**src/rtl/prc_pkg.sv**
```systemverilog
// Shared constants and types of the polyline rectangle clipper.
package prc_pkg;

  localparam int VERT_W        = 16;
  localparam int CFG_W         = 16;
  localparam int CFG_IDX_W     = 3;
  localparam int FRAC_BITS_DEF = 8;

  typedef enum logic [CFG_IDX_W-1:0] {
    REG_CLIP_LEFT   = 3'd0,
    REG_CLIP_TOP    = 3'd1,
    REG_CLIP_SPAN_X = 3'd2,
    REG_CLIP_SPAN_Y = 3'd3,
    REG_SHIFT_X     = 3'd4,
    REG_SHIFT_Y     = 3'd5
  } cfg_reg_t;

  typedef enum logic [1:0] {
    EDGE_LEFT   = 2'd0,
    EDGE_RIGHT  = 2'd1,
    EDGE_TOP    = 2'd2,
    EDGE_BOTTOM = 2'd3
  } edge_t;

  typedef struct packed {
    logic [CFG_W-1:0] left;
    logic [CFG_W-1:0] top;
    logic [CFG_W-1:0] span_x;
    logic [CFG_W-1:0] span_y;
  } clip_cfg_t;

endpackage

```
**src/rtl/prc_in_if.sv**
```systemverilog
// Vertex input channel.
interface prc_in_if;
  import prc_pkg::*;

  logic                     valid;
  logic                     ready;
  logic signed [VERT_W-1:0] vert_x;
  logic signed [VERT_W-1:0] vert_y;
  logic                     line_start;

  modport source (output valid, output vert_x, output vert_y, output line_start, input ready);
  modport sink   (input valid, input vert_x, input vert_y, input line_start, output ready);
endinterface

```
**src/rtl/prc_out_if.sv**
```systemverilog
// Clipped point output channel.
interface prc_out_if #(
  parameter int FRAC_BITS = prc_pkg::FRAC_BITS_DEF
);
  import prc_pkg::*;

  localparam int OW = VERT_W + FRAC_BITS + 1;

  logic                 valid;
  logic                 ready;
  logic signed [OW-1:0] point_x;
  logic signed [OW-1:0] point_y;
  logic                 segment_last;

  modport source (output valid, output point_x, output point_y, output segment_last,
                  input ready);
  modport sink   (input valid, input point_x, input point_y, input segment_last,
                  output ready);
endinterface

```
**src/rtl/polyline_rect_clipper.sv**
```systemverilog
// Polyline rectangle clipper: configuration registers, sequencer and point output buffer.
//
// Vertices arrive on in_ch; a vertex that starts a polyline is only stored as the
// start of the next segment. A segment is taken at intake and then tested against
// each edge in turn. For each edge it crosses, the sequencer finds the distance,
// does two multiplies, and runs a serial divide that yields one quotient bit of x
// and y per cycle. It then hands the segment off once the output buffer is empty.
// in_ch is not ready while a segment is in work. The
// two endpoints of a visible segment leave on out_ch from a two-entry buffer,
// start point first, so the next vertex can be taken while they drain.
module polyline_rect_clipper #(
  parameter int FRAC_BITS = prc_pkg::FRAC_BITS_DEF
) (
  input  logic                            clk,
  input  logic                            rst_n,
  prc_in_if.sink                          in_ch,
  prc_out_if.source                       out_ch,
  input  logic                            cfg_we,
  input  logic [prc_pkg::CFG_IDX_W-1:0]   cfg_idx,
  input  logic [prc_pkg::CFG_W-1:0]       cfg_wdata
);
  import prc_pkg::*;

  localparam int CW = VERT_W + FRAC_BITS;
  localparam int OW = CW + 1;

  localparam logic [1:0] BUF_EMPTY = 2'd0;
  localparam logic [1:0] BUF_ONE   = 2'd1;
  localparam logic [1:0] BUF_TWO   = 2'd2;

  clip_cfg_t         clip_r;
  logic [CFG_W-1:0]  shift_x_r, shift_y_r;
  logic [1:0]        cnt_r;
  logic [OW-1:0]     pa_x_r, pa_y_r, pb_x_r, pb_y_r;

  logic              seg_valid, seg_ready;
  logic [CW-1:0]     seg_ax, seg_ay, seg_bx, seg_by;
  logic [OW-1:0]     sh_x, sh_y;

  always_ff @(posedge clk) begin
    if (!rst_n) begin
      clip_r    <= '0;
      shift_x_r <= '0;
      shift_y_r <= '0;
    end else if (cfg_we) begin
      unique case (cfg_reg_t'(cfg_idx))
        REG_CLIP_LEFT:   clip_r.left   <= cfg_wdata;
        REG_CLIP_TOP:    clip_r.top    <= cfg_wdata;
        REG_CLIP_SPAN_X: clip_r.span_x <= cfg_wdata;
        REG_CLIP_SPAN_Y: clip_r.span_y <= cfg_wdata;
        REG_SHIFT_X:     shift_x_r     <= cfg_wdata;
        REG_SHIFT_Y:     shift_y_r     <= cfg_wdata;
        default: ;
      endcase
    end
  end

  prc_seq #(.FRAC_BITS(FRAC_BITS)) u_seq (
    .clk       (clk),
    .rst_n     (rst_n),
    .in_ch     (in_ch),
    .cfg       (clip_r),
    .seg_valid (seg_valid),
    .seg_ready (seg_ready),
    .seg_ax    (seg_ax),
    .seg_ay    (seg_ay),
    .seg_bx    (seg_bx),
    .seg_by    (seg_by)
  );

  // sum of a point and a shifted offset always fits the output width
  assign sh_x      = {shift_x_r[CFG_W-1], shift_x_r, {FRAC_BITS{1'b0}}};
  assign sh_y      = {shift_y_r[CFG_W-1], shift_y_r, {FRAC_BITS{1'b0}}};
  assign seg_ready = (cnt_r == BUF_EMPTY);

  always_ff @(posedge clk) begin
    if (!rst_n) begin
      cnt_r <= BUF_EMPTY;
    end else if (seg_valid && seg_ready) begin
      cnt_r <= BUF_TWO;
    end else if (out_ch.valid && out_ch.ready) begin
      cnt_r <= cnt_r - 2'd1;
    end
  end

  always_ff @(posedge clk) begin
    if (seg_valid && seg_ready) begin
      pa_x_r <= {seg_ax[CW-1], seg_ax} + sh_x;
      pa_y_r <= {seg_ay[CW-1], seg_ay} + sh_y;
      pb_x_r <= {seg_bx[CW-1], seg_bx} + sh_x;
      pb_y_r <= {seg_by[CW-1], seg_by} + sh_y;
    end
  end

  assign out_ch.valid        = (cnt_r != BUF_EMPTY);
  assign out_ch.point_x      = (cnt_r == BUF_TWO) ? pa_x_r : pb_x_r;
  assign out_ch.point_y      = (cnt_r == BUF_TWO) ? pa_y_r : pb_y_r;
  assign out_ch.segment_last = (cnt_r == BUF_ONE);

endmodule

```
**src/rtl/prc_div.sv**
```systemverilog
// Two-lane restoring divider with shared divisor, rounds to nearest.
module prc_div #(
  parameter int FRAC_BITS = prc_pkg::FRAC_BITS_DEF
) (
  input  logic                                              clk,
  input  logic                                              rst_n,
  input  logic                                              start,
  input  logic [prc_pkg::VERT_W+FRAC_BITS-1:0]              den,
  input  logic [2*(prc_pkg::VERT_W+FRAC_BITS)-1:0]          p_x,
  input  logic [2*(prc_pkg::VERT_W+FRAC_BITS)-1:0]          p_y,
  output logic                                              done,
  output logic [prc_pkg::VERT_W+FRAC_BITS-1:0]              q_x,
  output logic [prc_pkg::VERT_W+FRAC_BITS-1:0]              q_y
);
  import prc_pkg::*;

  localparam int MW   = VERT_W + FRAC_BITS;
  localparam int CNTW = $clog2(MW + 1);

  logic            busy_r;
  logic            done_r;
  logic [CNTW-1:0] cnt_r;
  logic [MW-1:0]   den_r;
  logic [MW-1:0]   rem_x_r, rem_y_r;
  logic [MW-1:0]   lo_x_r, lo_y_r;
  logic [MW:0]     t_x, t_y;
  logic            ge_x, ge_y;
  logic [MW:0]     s_x, s_y;
  logic            rnd_x, rnd_y;

  assign t_x  = {rem_x_r, lo_x_r[MW-1]};
  assign t_y  = {rem_y_r, lo_y_r[MW-1]};
  assign ge_x = t_x >= {1'b0, den_r};
  assign ge_y = t_y >= {1'b0, den_r};
  assign s_x  = t_x - {1'b0, den_r};
  assign s_y  = t_y - {1'b0, den_r};

  // remainder at least half the divisor rounds the quotient up
  assign rnd_x = {rem_x_r, 1'b0} >= {1'b0, den_r};
  assign rnd_y = {rem_y_r, 1'b0} >= {1'b0, den_r};
  assign q_x   = lo_x_r + MW'(rnd_x);
  assign q_y   = lo_y_r + MW'(rnd_y);
  assign done  = done_r;

  always_ff @(posedge clk) begin
    if (!rst_n) begin
      busy_r <= 1'b0;
      done_r <= 1'b0;
      cnt_r  <= '0;
    end else begin
      done_r <= busy_r && (cnt_r == CNTW'(1));
      if (start) begin
        busy_r <= 1'b1;
        cnt_r  <= CNTW'(MW);
      end else if (busy_r) begin
        cnt_r <= cnt_r - CNTW'(1);
        if (cnt_r == CNTW'(1)) begin
          busy_r <= 1'b0;
        end
      end
    end
  end

  always_ff @(posedge clk) begin
    if (start) begin
      den_r   <= den;
      rem_x_r <= p_x[2*MW-1:MW];
      rem_y_r <= p_y[2*MW-1:MW];
      lo_x_r  <= p_x[MW-1:0];
      lo_y_r  <= p_y[MW-1:0];
    end else if (busy_r) begin
      rem_x_r <= ge_x ? s_x[MW-1:0] : t_x[MW-1:0];
      rem_y_r <= ge_y ? s_y[MW-1:0] : t_y[MW-1:0];
      lo_x_r  <= {lo_x_r[MW-2:0], ge_x};
      lo_y_r  <= {lo_y_r[MW-2:0], ge_y};
    end
  end

endmodule

```
**src/rtl/prc_seq.sv**
```systemverilog
// Segment sequencer: vertex intake, per-edge tests, multiply, divide and clip update.
module prc_seq #(
  parameter int FRAC_BITS = prc_pkg::FRAC_BITS_DEF
) (
  input  logic                                       clk,
  input  logic                                       rst_n,
  prc_in_if.sink                                     in_ch,
  input  prc_pkg::clip_cfg_t                         cfg,
  output logic                                       seg_valid,
  input  logic                                       seg_ready,
  output logic signed [prc_pkg::VERT_W+FRAC_BITS-1:0] seg_ax,
  output logic signed [prc_pkg::VERT_W+FRAC_BITS-1:0] seg_ay,
  output logic signed [prc_pkg::VERT_W+FRAC_BITS-1:0] seg_bx,
  output logic signed [prc_pkg::VERT_W+FRAC_BITS-1:0] seg_by
);
  import prc_pkg::*;

  localparam int CW = VERT_W + FRAC_BITS;
  localparam int MW = CW;
  localparam int EW = VERT_W + 2;
  localparam int DW = EW + FRAC_BITS + 1;

  typedef enum logic [6:0] {
    S_IDLE = 7'b0000001,
    S_DIST = 7'b0000010,
    S_MULX = 7'b0000100,
    S_MULY = 7'b0001000,
    S_DIV  = 7'b0010000,
    S_HAND = 7'b0100000,
    S_SPARE = 7'b1000000
  } state_t;

  state_t               state_r, state_nxt;
  edge_t                edge_r;
  logic                 have_prev_r;
  logic [VERT_W-1:0]    prev_x_r, prev_y_r;
  logic                 start_r;
  logic [CW-1:0]        ax_r, ay_r, bx_r, by_r;
  logic                 move_b_r;
  logic [MW-1:0]        den_r, dmag_r;
  logic [2*MW-1:0]      px_r, py_r;
  logic                 negx_r, negy_r;

  logic                 in_acc;
  logic                 last_edge;
  logic [EW-1:0]        edge_px;
  logic [DW-1:0]        edge_fx;
  logic [CW-1:0]        ca, cb;
  logic [DW-1:0]        ca_e, cb_e;
  logic                 inward_neg;
  logic [DW-1:0]        d0, d1, d0_abs;
  logic                 d0_pos, d1_pos;
  logic                 drop, keep;
  logic [CW:0]          dab, dx, dy;
  logic [CW:0]          dab_abs, dx_abs, dy_abs;
  logic [MW-1:0]        mul_b;
  logic [2*MW-1:0]      prod;
  logic                 div_done;
  logic [MW-1:0]        q_x, q_y;
  logic [CW-1:0]        ix, iy;

  assign in_acc       = in_ch.valid && in_ch.ready;
  assign in_ch.ready  = (state_r == S_IDLE);
  assign last_edge    = (edge_r == EDGE_BOTTOM);

  always_comb begin
    unique case (edge_r)
      EDGE_LEFT:   edge_px = {{2{cfg.left[CFG_W-1]}}, cfg.left};
      EDGE_RIGHT:  edge_px = {{2{cfg.left[CFG_W-1]}}, cfg.left} + {2'b00, cfg.span_x};
      EDGE_TOP:    edge_px = {{2{cfg.top[CFG_W-1]}}, cfg.top};
      EDGE_BOTTOM: edge_px = {{2{cfg.top[CFG_W-1]}}, cfg.top} + {2'b00, cfg.span_y};
      default:     edge_px = '0;
    endcase
  end

  assign edge_fx    = {edge_px[EW-1], edge_px, {FRAC_BITS{1'b0}}};
  assign ca         = (edge_r == EDGE_TOP || edge_r == EDGE_BOTTOM) ? ay_r : ax_r;
  assign cb         = (edge_r == EDGE_TOP || edge_r == EDGE_BOTTOM) ? by_r : bx_r;
  assign ca_e       = {{(DW-CW){ca[CW-1]}}, ca};
  assign cb_e       = {{(DW-CW){cb[CW-1]}}, cb};
  assign inward_neg = (edge_r == EDGE_RIGHT || edge_r == EDGE_BOTTOM);
  assign d0         = inward_neg ? (edge_fx - ca_e) : (ca_e - edge_fx);
  assign d1         = inward_neg ? (edge_fx - cb_e) : (cb_e - edge_fx);
  assign d0_pos     = !d0[DW-1] && (d0 != '0);
  assign d1_pos     = !d1[DW-1] && (d1 != '0);
  assign drop       = !d0_pos && !d1_pos;
  assign keep       = !d0[DW-1] && !d1[DW-1];
  assign d0_abs     = d0[DW-1] ? (-d0) : d0;

  assign dab     = {cb[CW-1], cb} - {ca[CW-1], ca};
  assign dab_abs = dab[CW] ? (-dab) : dab;
  assign dx      = {bx_r[CW-1], bx_r} - {ax_r[CW-1], ax_r};
  assign dx_abs  = dx[CW] ? (-dx) : dx;
  assign dy      = {by_r[CW-1], by_r} - {ay_r[CW-1], ay_r};
  assign dy_abs  = dy[CW] ? (-dy) : dy;

  assign mul_b = (state_r == S_MULX) ? dx_abs[MW-1:0] : dy_abs[MW-1:0];
  assign prod  = dmag_r * mul_b;

  prc_div #(.FRAC_BITS(FRAC_BITS)) u_div (
    .clk   (clk),
    .rst_n (rst_n),
    .start (start_r),
    .den   (den_r),
    .p_x   (px_r),
    .p_y   (py_r),
    .done  (div_done),
    .q_x   (q_x),
    .q_y   (q_y)
  );

  assign ix = negx_r ? (ax_r - q_x) : (ax_r + q_x);
  assign iy = negy_r ? (ay_r - q_y) : (ay_r + q_y);

  always_comb begin
    state_nxt = state_r;
    unique case (state_r)
      S_IDLE: if (in_acc && !in_ch.line_start && have_prev_r) state_nxt = S_DIST;
      S_DIST: begin
        if (drop) state_nxt = S_IDLE;
        else if (keep) state_nxt = last_edge ? S_HAND : S_DIST;
        else state_nxt = S_MULX;
      end
      S_MULX: state_nxt = S_MULY;
      S_MULY: state_nxt = S_DIV;
      S_DIV:  if (div_done) state_nxt = last_edge ? S_HAND : S_DIST;
      S_HAND: if (seg_ready) state_nxt = S_IDLE;
      default: state_nxt = S_IDLE;
    endcase
  end

  always_ff @(posedge clk) begin
    if (!rst_n) begin
      state_r     <= S_IDLE;
      edge_r      <= EDGE_LEFT;
      have_prev_r <= 1'b0;
      prev_x_r    <= '0;
      prev_y_r    <= '0;
      start_r     <= 1'b0;
    end else begin
      state_r <= state_nxt;
      start_r <= (state_r == S_MULY);
      if (in_acc) begin
        prev_x_r    <= in_ch.vert_x;
        prev_y_r    <= in_ch.vert_y;
        have_prev_r <= 1'b1;
        edge_r      <= EDGE_LEFT;
      end else if ((state_r == S_DIST && !drop && keep && !last_edge) ||
                   (state_r == S_DIV && div_done && !last_edge)) begin
        edge_r <= edge_t'(edge_r + 2'd1);
      end
    end
  end

  always_ff @(posedge clk) begin
    unique case (state_r)
      S_IDLE: begin
        if (in_acc) begin
          ax_r <= {prev_x_r, 1'b1, {(FRAC_BITS-1){1'b0}}};
          ay_r <= {prev_y_r, 1'b1, {(FRAC_BITS-1){1'b0}}};
          bx_r <= {in_ch.vert_x, 1'b1, {(FRAC_BITS-1){1'b0}}};
          by_r <= {in_ch.vert_y, 1'b1, {(FRAC_BITS-1){1'b0}}};
        end
      end
      S_DIST: begin
        move_b_r <= d0_pos;
        den_r    <= dab_abs[MW-1:0];
        dmag_r   <= d0_abs[MW-1:0];
      end
      S_MULX: begin
        px_r   <= prod;
        negx_r <= dx[CW];
      end
      S_MULY: begin
        py_r   <= prod;
        negy_r <= dy[CW];
      end
      S_DIV: begin
        if (div_done) begin
          if (move_b_r) begin
            bx_r <= ix;
            by_r <= iy;
          end else begin
            ax_r <= ix;
            ay_r <= iy;
          end
        end
      end
      default: ;
    endcase
  end

  assign seg_valid = (state_r == S_HAND);
  assign seg_ax    = ax_r;
  assign seg_ay    = ay_r;
  assign seg_bx    = bx_r;
  assign seg_by    = by_r;

endmodule

```
**src/flat_wrapper.sv**
```systemverilog
// flat-port wrapper written by rule: the top's interface ports become plain ports
module polyline_rect_clipper_flat import prc_pkg::*;
#(
  parameter int FRAC_BITS = prc_pkg::FRAC_BITS_DEF
)
  (clk, rst_n, cfg_we, cfg_idx, cfg_wdata, in_ch_valid, in_ch_vert_x, in_ch_vert_y, in_ch_line_start, in_ch_ready, out_ch_valid, out_ch_point_x, out_ch_point_y, out_ch_segment_last, out_ch_ready);
  prc_in_if in_ch_i ();
  prc_out_if #(.FRAC_BITS(FRAC_BITS)) out_ch_i ();
  input  logic clk;
  input  logic rst_n;
  input  logic cfg_we;
  input  logic [prc_pkg::CFG_IDX_W-1:0] cfg_idx;
  input  logic [prc_pkg::CFG_W-1:0] cfg_wdata;
  input wire logic [$bits(in_ch_i.valid)-1:0] in_ch_valid;
  input wire logic [$bits(in_ch_i.vert_x)-1:0] in_ch_vert_x;
  input wire logic [$bits(in_ch_i.vert_y)-1:0] in_ch_vert_y;
  input wire logic [$bits(in_ch_i.line_start)-1:0] in_ch_line_start;
  output wire logic [$bits(in_ch_i.ready)-1:0] in_ch_ready;
  output wire logic [$bits(out_ch_i.valid)-1:0] out_ch_valid;
  output wire logic [$bits(out_ch_i.point_x)-1:0] out_ch_point_x;
  output wire logic [$bits(out_ch_i.point_y)-1:0] out_ch_point_y;
  output wire logic [$bits(out_ch_i.segment_last)-1:0] out_ch_segment_last;
  input wire logic [$bits(out_ch_i.ready)-1:0] out_ch_ready;
  assign in_ch_i.valid = in_ch_valid;
  assign in_ch_i.vert_x = in_ch_vert_x;
  assign in_ch_i.vert_y = in_ch_vert_y;
  assign in_ch_i.line_start = in_ch_line_start;
  assign in_ch_ready = in_ch_i.ready;
  assign out_ch_valid = out_ch_i.valid;
  assign out_ch_point_x = out_ch_i.point_x;
  assign out_ch_point_y = out_ch_i.point_y;
  assign out_ch_segment_last = out_ch_i.segment_last;
  assign out_ch_i.ready = out_ch_ready;
  polyline_rect_clipper #(.FRAC_BITS(FRAC_BITS)) u_core (.clk(clk), .rst_n(rst_n), .in_ch(in_ch_i), .out_ch(out_ch_i), .cfg_we(cfg_we), .cfg_idx(cfg_idx), .cfg_wdata(cfg_wdata));
endmodule
```
**config.mk**
```make
export PLATFORM = sky130hd
export DESIGN_NAME = polyline_rect_clipper_flat
export DESIGN_NICKNAME = d
export VERILOG_FILES = /design/src/rtl/prc_pkg.sv /design/src/rtl/prc_in_if.sv /design/src/rtl/prc_out_if.sv /design/src/rtl/polyline_rect_clipper.sv /design/src/rtl/prc_div.sv /design/src/rtl/prc_seq.sv /design/src/flat_wrapper.sv
export SDC_FILE = /design/constraint.sdc
export NUM_CORES = 2
export LEC_CHECK = 0
export BUFFER_PORTS_ARGS = -buffer_cell sky130_fd_sc_hd__buf_2
export CORE_MARGIN = 1.5
export CORE_UTILIZATION = 70
export DETAILED_ROUTE_END_ITERATION = 10
export PLACE_DENSITY = 0.88
export SLEW_MARGIN = 20
export SYNTH_ARGS = -nofsm -noshare
export SYNTH_HDL_FRONTEND = slang
export SYNTH_HIERARCHICAL = 1
export SYNTH_SLANG_ARGS = --single-unit
```
**constraint.sdc**
```tcl
create_clock -name clk -period 20.8 [get_ports clk]
set_clock_uncertainty 0.05 [all_clocks]
set_input_delay 5.2 -clock clk [delete_from_list [all_inputs] [get_ports clk]]
set_output_delay 5.2 -clock clk [all_outputs]
set_load 0.005 [all_outputs]
```
==> results.json <==
{
  "cp_max_fo": 24,
  "grt_pass1_wl_um": 323700,
  "finalHoldViolCount": 0,
  "worst_pin_slew_ns": 1.189,
  "post-cts-setup-buffer-count": 0,
  "final_common_cell": "nand2_1",
  "fin_crit_sh_pct": 59.56,
  "hold_class": "reg2reg",
  "drtIter0Drc": 6991,
  "critPathSlowestCell": "clkinv_1",
  "hold_buffers": 0,
  "cts_tree": "yes",
  "cp-end-kind": "register",
  "period_needed_ns": 12.39,
  "rows": 111,
  "path_common_cell": "fa_1",
  "drive_gt1_share_pct": 7.479,
  "required_ns": 21.10,
  "cts.sinks": 610,
  "synth.distinct_cells": 121,
  "slew_viol_final": 0,
  "htreeDepth": 3,
  "startpoint_type": "register",
  "yosysSeqAreaShare_pct": 26.10,
  "synth_warnings": 6,
  "route.antenna.remaining_nets": 0,
  "cp.arrival_ns": 12.69,
  "clk_pin_slew_ns": 0.06,
  "root_buffer": "clkbuf_16",
  "cap_violations": 0,
  "dp_hpwl_um": 166500,
  "ys_seq_elements": 610,
  "die_w_um": 306.7,
  "synth_area_leaders": "edfxtp_1 22%, fa_1 15%, ha_1 10%",
  "criticalPathCategory": "reg2reg",
  "synthesis.nets": 8240,
  "violations": "DRC",
  "clockBufferDepth": 3,
  "max_slew_margin_pct": 20.18,
  "critPathMaxStageDelay_ns": 0.67,
  "synth_ff_type": "edfxtp_1",
  "io_buffers": 109,
  "synth-edff-count": 463,
  "seqCellArea_um2": 16850,
  "n_fill_cell": 6598,
  "yosys.area.top_type": "edfxtp_1",
  "outcome": "finished, violations left",
  "layout.nets": 8185,
  "tns_ns": 0,
  "grt_pass1_vias": 55130,
  "fin_util_pct": 74.56,
  "netlist_instances": 7154,
  "clk_latency_ns": 0.64,
  "die_y_um": 306.7,
  "grt_max_degree": 93,
  "drc": 2,
  "layout_common_cells": "973 x nand2_1, 772 x inv_1, 530 x ha_1",
  "die-area_um2": 94050,
  "grt.overflow.total": 0,
  "rsz0062_at_grt": "false",
  "route.vias.total": 56480,
  "core_um2": 91520,
  "wl_um": 215400,
  "grt_usage_pct": 45.26,
  "fmax_ghz": 0.08072,
  "place_congestion": 1.073,
  "syn_avg_cell_area_um2": 9.024,
  "synth_area_um2": 64550,
  "avgRoutedWirePerCell_um": 25.81,
  "ios": 110,
  "setup_viol": 0,
  "synth.top_cell.area_share_pct": 21.54,
  "async_flop_share_pct": 0,
  "multi_input_area_um2": 43620,
  "avgViaCountPerCell": 6.766,
  "syn_to_final_growth_pct": 5.716,
  "initial_utilization_pct": 70.53,
  "post_cts_resized": 0,
  "cts_buffers": 66,
  "antenna_found_initial": 12,
  "detail_route.first_pass.iterations": 11
}
-- metrics by stage --
stage	cells	area, µm²	hold WS, ns	setup slack [ns]
floorplan	7154	64550	0.3503	10.73
global placement	8215	66000	0.3544	9.035
detailed placement	8215	66000	0.3545	8.966
CTS	8337	68190	0.3704	8.890
global route	8339	68220	0.3716	7.999
finish	8348	68240	0.3688	8.411
-- final timing paths --
check	from	endpoint	slack, ns	cells past startpoint
hold reg to reg	u_core/u_seq/den_r[11]$_DFFE_PP_	u_core/u_seq/u_div/den_r[11]$_DFFE_PP_	0.37	0
hold / removal	u_core/u_seq/den_r[11]$_DFFE_PP_	u_core/u_seq/u_div/den_r[11]$_DFFE_PP_	0.37	0
setup reg to reg	u_core/u_seq/seg_ay[0]$_SDFFCE_PN0P_	u_core/u_seq/py_r[44]$_DFFE_PP_	8.41	33
setup / recovery	u_core/u_seq/seg_ay[0]$_SDFFCE_PN0P_	u_core/u_seq/py_r[44]$_DFFE_PP_	8.41	33
-- registers in the layout, summed over array words and instances (netlist names), 25 cells and up --
register           cells
u_core/pb_x_r         25
u_core/pb_y_r         25
u_core/u_seq/py_r     48
u_core/u_seq/px_r     48
u_core/pa_y_r         25
u_core/clip_r         64
u_core/pa_x_r         25
-- cell usage after synthesis (17+ instances only) --
cell type / count
inv_1: 775
nor3_1: 137
and4_1: 24
a31oi_1: 75
o211a_1: 19
o31ai_1: 42
o211ai_1: 55
a211o_1: 18
mux2i_1: 43
a21boi_0: 146
or2_2: 21
and2_1: 167
nor4_1: 26
or3_1: 34
nor2_1: 352
edfxtp_1: 463
clkbuf_1: 234
ha_1: 531
and3_1: 103
o21a_1: 61
xor2_1: 135
buf_1: 17
mux2_2: 129
nand2b_1: 40
xnor2_1: 286
nand3_1: 201
dfxtp_1: 147
a211oi_1: 62
nor2b_1: 55
nor3b_1: 21
nand2_1: 973
buf_2: 44
nand4_1: 71
fa_1: 498
a21o_1: 158
o21ai_0: 264
a21oi_1: 364
o21bai_1: 35
-- per-layer routing --
metal	track usage, %	part of all wire [%]	routed length, µm	vias up
met1	56.53	36	78380	27040
met5	0.3618	0.054	116	-
li1	-	-	-	24610
met4	29.25	7.5	16200	12
met2	69.98	44	95520	3886
met3	11.54	12	25200	931
-- logic make-up after synthesis --
kind of cell | share of synthesized area [%]
and+or+nand+nor | 17.35
xor gates and xnor gates | 5.712
buffers and inverters | 6.530
adders and majority gates | 25.74
DFF | 26.10
muxes | 2.917
AOI/OAI and AO/OA | 15.66
-- critical path, delay by kind of cell, from the launching register on --
kind / cells / cell delay [ns]
flops: 1 / 0.49
compound gates: 13 / 3.78
simple gates: 5 / 1.64
fa+ha+maj: 10 / 4.64
buf+inv: 4 / 1.02
xor+xnor: 1 / 0.50
-- final cells by class --
| type | instances | share of cell area, % |
|---|---|---|
| Timing Repair Buffer | 188 | 1.694 |
| Sequential cell | 610 | 24.69 |
| Clock buffer | 94 | 2.787 |
| Antenna cell | 9 | 0.03300 |
| Tap cell | 1186 | 2.174 |
| Inverter | 778 | 4.283 |
| Clock inverter | 28 | 0.4162 |
| Multi-Input combinational cell | 5455 | 63.92 |
Power is left out: the tool's default activity adds up to more than one toggle a clock period on the data nets, which glitch-free logic cannot reach.
